`config.mk`:
```
export PLATFORM = sky130hd
export DESIGN_NAME = midi_note_on_channel_gate_unit
export DESIGN_NICKNAME = d
export VERILOG_FILES = /design/src/design/mncg_pkg.sv /design/src/design/mncg_front.sv /design/src/design/mncg_queue.sv /design/src/design/mncg_back.sv /design/src/design/midi_note_on_channel_gate_unit.sv
export SDC_FILE = /design/constraint.sdc
export NUM_CORES = 1
export LEC_CHECK = 0
export BUFFER_PORTS_ARGS = -buffer_cell sky130_fd_sc_hd__buf_2
export CAP_MARGIN = 20
export CORE_UTILIZATION = 35
export CTS_CLUSTER_DIAMETER = 30
export DETAILED_ROUTE_END_ITERATION = 6
export GPL_TIMING_DRIVEN = 0
export PLACE_DENSITY_LB_ADDON = 0.25
export SYNTH_ARGS = -nofsm -noshare
export SYNTH_HDL_FRONTEND = slang
export SYNTH_HIERARCHICAL = 1
export SYNTH_SLANG_ARGS = --single-unit
```
`constraint.sdc`:
```
create_clock -name clk -period 5.35 [get_ports clk]
set_clock_uncertainty 0.15 [all_clocks]
set_input_delay 0.2675 -clock clk [delete_from_list [all_inputs] [get_ports clk]]
set_output_delay 0.2675 -clock clk [all_outputs]
set_load 0.02 [all_outputs]
```
`src/design/mncg_pkg.sv`:
```
// Shared types and constants of the MIDI note-on channel gate.
`default_nettype none

package mncg_pkg;

  // Input item kinds
  localparam logic [1:0] FUNC_RAW   = 2'd0;
  localparam logic [1:0] FUNC_PAD   = 2'd1;
  localparam logic [1:0] FUNC_FLUSH = 2'd2;
  localparam logic [1:0] FUNC_NONE  = 2'd3;

  // Status nibbles and message bytes
  localparam logic [3:0] NIB_NOTE_OFF = 4'h8;
  localparam logic [3:0] NIB_NOTE_ON  = 4'h9;
  localparam logic [3:0] NIB_CTRL     = 4'hB;
  localparam logic [7:0] CC_ALL_OFF   = 8'd123;
  localparam logic [7:0] LEN_THREE    = 8'd3;
  localparam logic [7:0] LEN_TWO      = 8'd2;
  localparam logic [7:0] DATA_MASK    = 8'h7F;
  localparam logic [3:0] FLUSH_LAST_CH = 4'hF;
  localparam logic [15:0] COUNT_MAX   = 16'hFFFF;
  localparam logic [15:0] MASK_RESET  = 16'hFFFF;

  typedef enum logic [1:0] {
    CNT_NONE = 2'd0,
    CNT_UP   = 2'd1,
    CNT_DOWN = 2'd2
  } cnt_op_t;

  // One classified item between the front and back parts
  typedef struct packed {
    logic        flush;
    cnt_op_t     op;
    logic [7:0]  status;
    logic [7:0]  data1;
    logic [7:0]  data2;
    logic [7:0]  length;
    logic [15:0] offset;
  } entry_t;

endpackage

`default_nettype wire

```
`src/design/mncg_front.sv`:
```
// Front part: channel mask register and item classification.
`default_nettype none

module mncg_front (
  input  wire logic            clk,
  input  wire logic            rst,
  input  wire logic            cfg_valid,
  input  wire logic [15:0]     cfg_data,
  input  wire logic            accept,
  input  wire logic [1:0]      func,
  input  wire logic [7:0]      raw_status,
  input  wire logic [7:0]      raw_data1,
  input  wire logic [7:0]      raw_data2,
  input  wire logic [7:0]      raw_length,
  input  wire logic [15:0]     sample_offset,
  input  wire logic            pad_note_on,
  input  wire logic [4:0]      pad_channel,
  output logic                 wr_en,
  output mncg_pkg::entry_t     wr_data
);

  logic [15:0] channel_mask;
  logic        drop;
  logic        len_three;
  logic        raw_on;
  logic        raw_off;
  logic [4:0]  pad_idx;
  logic        pad_in_range;

  always_ff @(posedge clk) begin
    if (rst) begin
      channel_mask <= mncg_pkg::MASK_RESET;
    end else if (cfg_valid) begin
      channel_mask <= cfg_data;
    end
  end

  always_comb begin
    len_three    = raw_length >= mncg_pkg::LEN_THREE;
    raw_on       = len_three && raw_status[7:4] == mncg_pkg::NIB_NOTE_ON && raw_data2 != 8'd0;
    raw_off      = len_three && (raw_status[7:4] == mncg_pkg::NIB_NOTE_OFF ||
                   (raw_status[7:4] == mncg_pkg::NIB_NOTE_ON && raw_data2 == 8'd0));
    pad_idx      = pad_channel - 5'd1;
    pad_in_range = pad_channel != 5'd0 && pad_channel <= 5'd16;

    drop            = 1'b0;
    wr_data.flush   = 1'b0;
    wr_data.op      = mncg_pkg::CNT_NONE;
    wr_data.status  = raw_status;
    wr_data.data1   = (raw_length >= mncg_pkg::LEN_TWO) ? raw_data1 : 8'd0;
    wr_data.data2   = len_three ? raw_data2 : 8'd0;
    wr_data.length  = raw_length;
    wr_data.offset  = sample_offset;

    unique case (func)
      mncg_pkg::FUNC_RAW: begin
        drop = raw_on && !channel_mask[raw_status[3:0]];
        if (raw_on) begin
          wr_data.op = mncg_pkg::CNT_UP;
        end else if (raw_off) begin
          wr_data.op = mncg_pkg::CNT_DOWN;
        end
      end
      mncg_pkg::FUNC_PAD: begin
        drop           = pad_note_on && pad_in_range && !channel_mask[pad_idx[3:0]];
        wr_data.op     = pad_note_on ? mncg_pkg::CNT_UP : mncg_pkg::CNT_DOWN;
        wr_data.status = {pad_note_on ? mncg_pkg::NIB_NOTE_ON : mncg_pkg::NIB_NOTE_OFF,
                          pad_idx[3:0]};
        wr_data.data1  = raw_data1 & mncg_pkg::DATA_MASK;
        wr_data.data2  = raw_data2 & mncg_pkg::DATA_MASK;
        wr_data.length = mncg_pkg::LEN_THREE;
        wr_data.offset = 16'd0;
      end
      mncg_pkg::FUNC_FLUSH: begin
        wr_data.flush = 1'b1;
      end
      mncg_pkg::FUNC_NONE: begin
        drop = 1'b1;
      end
      default: begin
        drop = 1'b1;
      end
    endcase

    wr_en = accept && !drop;
  end

endmodule

`default_nettype wire

```
`src/design/mncg_queue.sv`:
```
// Short register queue of classified items between front and back.
`default_nettype none

module mncg_queue #(
  parameter int DEPTH = 2
) (
  input  wire logic             clk,
  input  wire logic             rst,
  input  wire logic             wr_en,
  input  wire mncg_pkg::entry_t wr_data,
  output logic                  full,
  input  wire logic             rd_en,
  output logic                  rd_valid,
  output mncg_pkg::entry_t      rd_data
);

  localparam int PTR_W = (DEPTH > 1) ? $clog2(DEPTH) : 1;
  localparam int CNT_W = $clog2(DEPTH + 1);
  localparam logic [PTR_W-1:0] PTR_LAST = PTR_W'(DEPTH - 1);
  localparam logic [CNT_W-1:0] CNT_FULL = CNT_W'(DEPTH);

  mncg_pkg::entry_t entries [DEPTH];
  logic [PTR_W-1:0] wr_ptr;
  logic [PTR_W-1:0] rd_ptr;
  logic [CNT_W-1:0] count;

  assign full     = count == CNT_FULL;
  assign rd_valid = count != '0;
  assign rd_data  = entries[rd_ptr];

  always_ff @(posedge clk) begin
    if (wr_en) begin
      entries[wr_ptr] <= wr_data;
    end
  end

  always_ff @(posedge clk) begin
    if (rst) begin
      wr_ptr <= '0;
      rd_ptr <= '0;
      count  <= '0;
    end else begin
      if (wr_en) begin
        wr_ptr <= (wr_ptr == PTR_LAST) ? '0 : wr_ptr + PTR_W'(1);
      end
      if (rd_en) begin
        rd_ptr <= (rd_ptr == PTR_LAST) ? '0 : rd_ptr + PTR_W'(1);
      end
      if (wr_en && !rd_en) begin
        count <= count + CNT_W'(1);
      end else if (rd_en && !wr_en) begin
        count <= count - CNT_W'(1);
      end
    end
  end

endmodule

`default_nettype wire

```
`src/design/mncg_back.sv`:
```
// Back part: voice counter, flush expansion and result register.
`default_nettype none

module mncg_back (
  input  wire logic             clk,
  input  wire logic             rst,
  input  wire logic             head_valid,
  input  wire mncg_pkg::entry_t head,
  output logic                  deq,
  input  wire logic             pop,
  output logic                  empty,
  output logic [7:0]            out_status,
  output logic [7:0]            out_data1,
  output logic [7:0]            out_data2,
  output logic [7:0]            out_length,
  output logic [15:0]           out_offset,
  output logic [15:0]           voice_count,
  output logic                  last
);

  logic        out_valid;
  logic [3:0]  flush_ch;
  logic [15:0] live_voices;
  logic [15:0] live_voices_next;
  logic        load;
  logic [7:0]  beat_status;
  logic [7:0]  beat_data1;
  logic [7:0]  beat_data2;
  logic [7:0]  beat_length;
  logic [15:0] beat_offset;
  logic        beat_last;

  assign empty = !out_valid;
  assign load  = head_valid && (!out_valid || pop);
  assign deq   = load && (!head.flush || flush_ch == mncg_pkg::FLUSH_LAST_CH);

  always_comb begin
    if (head.flush) begin
      beat_status      = {mncg_pkg::NIB_CTRL, flush_ch};
      beat_data1       = mncg_pkg::CC_ALL_OFF;
      beat_data2       = 8'd0;
      beat_length      = mncg_pkg::LEN_THREE;
      beat_offset      = 16'd0;
      beat_last        = flush_ch == mncg_pkg::FLUSH_LAST_CH;
      live_voices_next = 16'd0;
    end else begin
      beat_status = head.status;
      beat_data1  = head.data1;
      beat_data2  = head.data2;
      beat_length = head.length;
      beat_offset = head.offset;
      beat_last   = 1'b1;
      case (head.op)
        mncg_pkg::CNT_UP: begin
          live_voices_next = (live_voices == mncg_pkg::COUNT_MAX) ? live_voices
                                                                  : live_voices + 16'd1;
        end
        mncg_pkg::CNT_DOWN: begin
          live_voices_next = (live_voices == 16'd0) ? live_voices : live_voices - 16'd1;
        end
        default: begin
          live_voices_next = live_voices;
        end
      endcase
    end
  end

  always_ff @(posedge clk) begin
    if (rst) begin
      out_valid   <= 1'b0;
      flush_ch    <= '0;
      live_voices <= '0;
    end else begin
      if (load) begin
        out_valid   <= 1'b1;
        live_voices <= live_voices_next;
        if (head.flush) begin
          flush_ch <= flush_ch + 4'd1;
        end
      end else if (pop) begin
        out_valid <= 1'b0;
      end
    end
  end

  always_ff @(posedge clk) begin
    if (load) begin
      out_status  <= beat_status;
      out_data1   <= beat_data1;
      out_data2   <= beat_data2;
      out_length  <= beat_length;
      out_offset  <= beat_offset;
      voice_count <= live_voices_next;
      last        <= beat_last;
    end
  end

endmodule

`default_nettype wire

```
`src/design/midi_note_on_channel_gate_unit.sv`:
```
// Top level of the MIDI note-on channel gate with live-voice counter.
//
//   channel   handshake            payload
//   -------   ------------------   ------------------------------------------------
//   input     push / full          func, raw_*, sample_offset, pad_note_on, pad_channel
//   result    pop / empty          out_status, out_data1/2, out_length, out_offset,
//                                  voice_count, last
//   config    cfg_valid/cfg_ready  cfg_data (channel mask, bit c-1 gates channel c)
//
// One input beat is taken per cycle while the item queue has room; a result is
// registered on the result ports once its item reaches the queue head and the
// result register is empty or popped. A flush expands into sixteen result beats,
// one per cycle while results are popped. Masked note-ons and unused func codes
// are dropped at the front. Reset (rst, synchronous) empties the queue, clears
// the voice count and opens all channels. cfg_ready is always high.
`default_nettype none

module midi_note_on_channel_gate_unit #(
  parameter int QUEUE_DEPTH = 2
) (
  input  wire logic        clk,
  input  wire logic        rst,
  // configuration write
  input  wire logic        cfg_valid,
  output logic             cfg_ready,
  input  wire logic [15:0] cfg_data,
  // input items
  input  wire logic        push,
  output logic             full,
  input  wire logic [1:0]  func,
  input  wire logic [7:0]  raw_status,
  input  wire logic [7:0]  raw_data1,
  input  wire logic [7:0]  raw_data2,
  input  wire logic [7:0]  raw_length,
  input  wire logic [15:0] sample_offset,
  input  wire logic        pad_note_on,
  input  wire logic [4:0]  pad_channel,
  // result items
  input  wire logic        pop,
  output logic             empty,
  output logic [7:0]       out_status,
  output logic [7:0]       out_data1,
  output logic [7:0]       out_data2,
  output logic [7:0]       out_length,
  output logic [15:0]      out_offset,
  output logic [15:0]      voice_count,
  output logic             last
);

  logic             wr_en;
  mncg_pkg::entry_t wr_data;
  logic             head_valid;
  mncg_pkg::entry_t head;
  logic             deq;
  logic             accept;

  // Mask writes are registered and never stalled; no backpressure on the config channel.
  assign cfg_ready = 1'b1;
  assign accept    = push && !full;

  // Classify the beat and drop what never produces a result.
  mncg_front u_front (
    .clk           (clk),
    .rst           (rst),
    .cfg_valid     (cfg_valid),
    .cfg_data      (cfg_data),
    .accept        (accept),
    .func          (func),
    .raw_status    (raw_status),
    .raw_data1     (raw_data1),
    .raw_data2     (raw_data2),
    .raw_length    (raw_length),
    .sample_offset (sample_offset),
    .pad_note_on   (pad_note_on),
    .pad_channel   (pad_channel),
    .wr_en         (wr_en),
    .wr_data       (wr_data)
  );

  // Hold up to QUEUE_DEPTH classified items so the front can run ahead of a
  // long flush; the input stalls only once the queue is full.
  mncg_queue #(
    .DEPTH (QUEUE_DEPTH)
  ) u_queue (
    .clk      (clk),
    .rst      (rst),
    .wr_en    (wr_en),
    .wr_data  (wr_data),
    .full     (full),
    .rd_en    (deq),
    .rd_valid (head_valid),
    .rd_data  (head)
  );

  // Advance the voice count and register each result beat.
  mncg_back u_back (
    .clk         (clk),
    .rst         (rst),
    .head_valid  (head_valid),
    .head        (head),
    .deq         (deq),
    .pop         (pop),
    .empty       (empty),
    .out_status  (out_status),
    .out_data1   (out_data1),
    .out_data2   (out_data2),
    .out_length  (out_length),
    .out_offset  (out_offset),
    .voice_count (voice_count),
    .last        (last)
  );

endmodule

`default_nettype wire
```
======== Word level (Yosys, flattened, before mapping) ========
Memories as Yosys holds them, arrays and structs flattened. A register that Yosys moved wholly into a read port is not among the register bits.
Cells that the tools add are included.
storage, ports and cells
  memory bits (writable) .................. 102
  latch bits .............................. 0
  memories kept ........................... 1
  bits in read-only memories .............. 0
  input bits .............................. 77
  bits in registers ....................... 106
  logic and storage cells ................. 102
operators by class
  add/subtract/negate cells ............... 8
  order comparisons ....................... 5
  reductions and logical operators ........ 34
  shift operators ......................... 0
  mux-type cells .......................... 29
  div/mod/pow operators ................... 0
  eq/ne operators ......................... 10
  bitwise logic cells ..................... 0
  $mul .................................... 0
memory list
  name             words  width  read ports  clocked after memory_dff  write ports  line              RTL
  u_queue.entries  2      51     1           1                         1            mncg_queue.sv:22  mncg_pkg::entry_t entries [DEPTH];
operators by type and width
  kind                                                  count
  two-way mux 16 bit                                    3
  two-way mux 48 bit                                    1
  case mux 16 bit (2 select lines)                      1
  adder 16 x 1 -> 16 bit (second input constant)        1
  == test 16 bit (second input constant)                1
  >= comparator 8 x 2 -> 1 bit (second input constant)  2
  zero test 16 bit                                      1
  two-way mux 8 bit                                     2
  subtractor 16 x 1 -> 16 bit (second input constant)   1
  logical AND 1 bit                                     14
  == test 4 bit (second input constant)                 3
  two-way mux 1 bit                                     12
  < comparator 4 x 5 -> 1 bit (second input constant)   2
  two-way mux 2 bit                                     5
  binary-select mux 1 bit (select 4 bit)                2
  == test 2 bit (second input constant)                 4
  zero test 1 bit                                       8
  zero test 8 bit                                       1
  nonzero test 8 bit                                    1
  nonzero test 2 bit                                    3
  <= comparator 5 bit (second input constant)           1
  nonzero test 5 bit                                    1
  adder 4 x 1 -> 4 bit (second input constant)          1
  == test 2 x 1 -> 1 bit (second input constant)        2
  10 further kinds                                      13

======== Longest topological paths before layout ========
  depth in word-level cells ............... 12
  gate-level depth with buffers ........... 12
  mapped depth without buffers ............ 11

======== Cells and area by module ========
The synthesis kept the hierarchy.
by module, submodules not included
  module                          seq. area each (um^2)  cells an instance  area each (um^2)  times used
  mncg_back                       2372.3                 457                4788.3            1
  mncg_queue                      3163.0                 181                3885.0            1
  mncg_front                      320.3                  170                1390.1            1
  midi_note_on_channel_gate_unit  0.0                    3                  25.0              1

======== Worst setup path after synthesis ========
Ideal clock, no wire load.
  path kind ............................... input -> register
  start point ............................. input pad_channel[0]
  end point ............................... memory u_queue/entries[0][0] (netlist name), enable pin
  setup time .............................. 0.466 ns
  path slack .............................. 0.851 ns
  arrival ................................. 3.883 ns
  stages on the path ...................... 7
  path through ............................ inv_1 ha_1 xnor2_2 mux4_2 o2111ai_1 a31oi_1 nor2b_1
between the ends
  longest elaborated chain between the ends .. 10
  elaborated cells between the ends (all ways) .. 14
ends and longest elaborated chain
  what                                       line                                  RTL
  start, declared                            midi_note_on_channel_gate_unit.sv:37  input wire logic [4:0] pad_channel,
  subtractor 4 x 1 -> 4 bit                  mncg_front.sv:43                      pad_idx = pad_channel - 5'd1;
  binary-select mux 1 bit (select 4 bit)     mncg_front.sv:65                      drop = pad_note_on && pad_in_range && !channel_mask[pad_idx[3:0]];
  two-way mux 1 bit (not written as such)    mncg_front.sv:65
  zero test 1 bit                            mncg_front.sv:65
  logical AND 1 bit *                        mncg_front.sv:65
  case mux 1 bit (3 select lines) *          mncg_front.sv:55                      unique case (func)
  zero test 1 bit *                          mncg_front.sv:85                      wr_en = accept && !drop;
  logical AND 1 bit *                        mncg_front.sv:85
  named net wr_en                            midi_note_on_channel_gate_unit.sv:50  logic wr_en;
  two-way mux 1 bit *                        mncg_queue.sv:32                      if (wr_en) begin
  two-way mux 1 bit (not written as such) *  mncg_queue.sv:33                      entries[wr_ptr] <= wr_data;
  end, declared                              mncg_queue.sv:22
Mark *: on every way through the listed nets, which the timed path passes. The rest lies on a longest branch. The select of a mux whose other input is x is not followed.

==> results.json <==
{
  "fin_crit_sh_pct": 75.4,
  "grt_pass1_wl_um": 41000,
  "layoutNonFillerInstCount": 1492,
  "grt_setup_unrepaired": "no",
  "avgSynthCellArea_um2": 12.4,
  "gr-total-overflow": 0,
  "power.density_nw_per_um2": 549,
  "cp.required_ps": 5390,
  "portBuffers": 142,
  "crit_top_cell": "buf_2",
  "clock_sinks": 209,
  "min_period_ps": 4030,
  "drtPass1Iterations": 7,
  "grt_usage_pct": 18.4,
  "crit_path_top_delay_cell": "a2111oi_0",
  "fp.dieH_um": 172,
  "worstMarginPinSlew_ps": 986,
  "critPathKind": "reg2reg",
  "finalSetupViolations": 0,
  "grt_max_degree": 45,
  "yosysSeqAreaShare_pct": 58.0,
  "final_cell_mix": "167 x edfxtp_1, 150 x buf_2, 70 x dlygate4sd3_1, 63 x nor2b_1, 56 x mux2_2",
  "syn-cell-area_um2": 10100,
  "synth_edf_count": 167,
  "reg2reg_depth": 8,
  "n_antenna_cell": 0,
  "synth_flop_cell": "edfxtp_1",
  "end_kind": "flip-flop",
  "die_area_um2": 29500,
  "fmax_ghz": 0.248,
  "antenna_found_initial": 0,
  "finalHoldViolCount": 0,
  "power_switching_w": 0.00246,
  "row_count": 61,
  "hpwl_um": 18200,
  "critical_path.cell_chain": "buf_2, buf_2, mux2_2, ha_1, clkbuf_1, clkbuf_8, a211oi_1, a2111oi_0",
  "clk_pin_slew_ps": 40,
  "synthCells": 811,
  "cpLargestDelayFamily": "buffers and inverters",
  "drc": 0,
  "synth_nets": 896,
  "drv_slew": 0,
  "nNetsFinal": 1160,
  "drv_cap": 0,
  "die_x_um": 172,
  "start_util_pct": 35.9,
  "slew_headroom_pct": 32.5,
  "layout_commonest_cell": "edfxtp_1",
  "gp_congestion": 0.901,
  "path_buf_inv": 4,
  "worst_setup_path_start_kind": "flip-flop",
  "sequentialPowerShare_pct": 31.1,
  "synth-async-reset-ratio_pct": 0,
  "multi_input_area_um2": 3810,
  "routed-via-count": 7559,
  "hold_class": "in2reg",
  "p_leak_nw": 5.14,
  "n_fill_cell": 2577,
  "insertion_delay_ps": 540,
  "worstReg2RegEnd": "u_back/voice_count[14]",
  "cp_slowest_stage_delay_ps": 850,
  "yosys_warnings": 6,
  "r2r_setup_slack_ps": 1320,
  "min_to": "u_queue/entries[0][40]",
  "seqCellArea_um2": 5860,
  "switching_share_pct": 32.7,
  "crit_fanout": 10,
  "area_delta_synth_final_pct": 35.9,
  "cts_max_path_buffers": 3,
  "clockPowerShare_pct": 39.2,
  "ys_ff_latch": 209,
  "post_drt_wl_per_cell_um": 18.1,
  "p_int_w": 0.00507,
  "hp-start": "pad_channel[0]",
  "hold_depth": 2,
  "tritoncts": "yes",
  "dr.first_iter.drc_count": 601,
  "ir_drop_mv": 0.258,
  "postCtsSetupBuffers": 0,
  "antenna_left": 0,
  "fin_hold_ws_ps": 49.6,
  "ioPinCount": 145,
  "placed_cells": 1334,
  "cts_root_buf": "clkbuf_16",
  "status": "finished clean",
  "via_per_inst": 5.07,
  "cts_buffers": 47,
  "routed_wl_um": 27000,
  "combPwrFrac_pct": 29.8,
  "cts_max_level": 2,
  "grt_pass1_vias": 7332,
  "synthDistinctLibCells": 88,
  "core-area_um2": 28100,
  "worstPathArrival_ps": 4070,
  "drive_gt1_share_pct": 31.1
}
-- worst max path at each step --
stage	endpoint	slack, ps	cells after the start	start
after floorplan	u_queue/entries[0][0]	850	7	pad_channel[0]
after global placement	u_queue/entries[0][37]	-1290	7	raw_length[6]
after detailed placement	u_back/voice_count[14]	1420	8	flip-flop
after CTS	u_back/voice_count[14]	1400	8	flip-flop
after global routing	u_back/voice_count[14]	1320	8	flip-flop
final	u_back/voice_count[14]	1320	8	flip-flop
-- per-stage QoR --
| step | utilization (%) | setup TNS (ps) | total power [W] | instance area [µm²] | setup WS (ps) |
|---|---|---|---|---|---|
| 6_report | 48.8 | 0 | 0.00753 | 13700 | 1320 |
| 5_1_grt | 48.8 | 0 | 0.00788 | 13700 | 1320 |
| 4_1_cts | 48.8 | 0 | 0.00759 | 13700 | 1400 |
| 3_5_place_dp | 40.4 | 0 | 0.00456 | 11300 | 1420 |
| 3_3_place_gp | 40.1 | -65650 | 0.00456 | 11300 | -1290 |
| 2_1_floorplan | - | 0 | 0.00383 | 10100 | 851 |
-- synthesized netlist by cell type, types with 3 or more instances --
cell,instances,area [µm²]
buf_4,6,45.0
nand4_1,10,62.6
a211oi_1,9,67.6
nor2b_1,64,400
xor2_1,6,52.6
nor4b_1,3,26.3
nor4_1,8,50.1
clkbuf_1,21,78.8
clkbuf_8,10,138
mux2_2,56,631
and4_1,6,52.6
a41oi_1,3,26.3
o31ai_1,6,45.0
or3_1,12,75.1
o21a_1,3,22.5
ha_1,8,100
dfxtp_1,42,841
buf_2,8,40.0
nor2_1,33,124
mux2i_1,9,90.1
a31oi_1,6,37.5
and3_1,6,37.5
o22ai_1,4,25.0
or2_2,14,87.6
a211o_1,17,149
and2_1,33,206
nand2b_1,7,43.8
inv_1,22,82.6
nand2_1,44,165
nand3_1,32,160
xnor2_1,4,35.0
edfxtp_1,167,5010
o21ai_0,17,85.1
mux4_2,3,67.6
o211ai_1,6,45.0
a21oi_1,21,105
buf_6,3,33.8
a21o_1,4,30.0
nor3_1,16,80.1
-- per-layer routing --
metal	vias to the layer above	track usage, %	share of wire, %
met3	47	4.05	7.3
met5	-	0	0
met4	0	7.31	2.4
li1	3610	-	-
met2	294	29.6	46
met1	3608	24.0	44
-- final cells by class --
type	instances	share of cell area, %
sequential	209	42.7
tap	378	3.45
timing repair buffer	215	10.7
clock buffer	56	8.90
inverter	24	0.666
multi-input combinational	528	27.8
clock inverter	32	3.28
buffer	50	2.50
-- sequential cells by signal, summed over array words and instances (netlist names), 16 cells and up, named ones only --
signal	cells
u_front/channel_mask	16
u_back/voice_count	16
u_back/out_offset	16
u_queue/entries	102
u_back/live_voices	16
-- power groups by stage --
stage          sequential, W  combinational (W)  clock, W
2_1_floorplan        0.00264            0.00120         0
4_1_cts              0.00235            0.00224   0.00300
5_1_grt              0.00237            0.00242   0.00308
3_3_place_gp         0.00241            0.00215         0
6_report             0.00234            0.00224   0.00295
3_5_place_dp         0.00237            0.00219         0
-- logic make-up (layout without fill, tap and decap cells) --
group	Yosys count	after routing	synth area share, %
flip-flops	209	209	58.0
multiplexers	71	71	8.33
AO/OA/AOI/OAI	130	130	9.74
adder cells (fa/ha/maj)	8	8	0.992
XOR/XNOR	11	11	1.03
buffers and inverters	74	377	4.29
other	1	1	0.0372
AND/OR/NAND/NOR	307	307	17.5
-- what timing repair did --
action / in CTS / in global routing
setup endpoints to repair: 0 / 0
resized for setup: 0 / 0
hold buffers: 70 / 0
hold endpoints to repair: 121 / 0
Note: power is estimated with default switching activity, not from simulation.
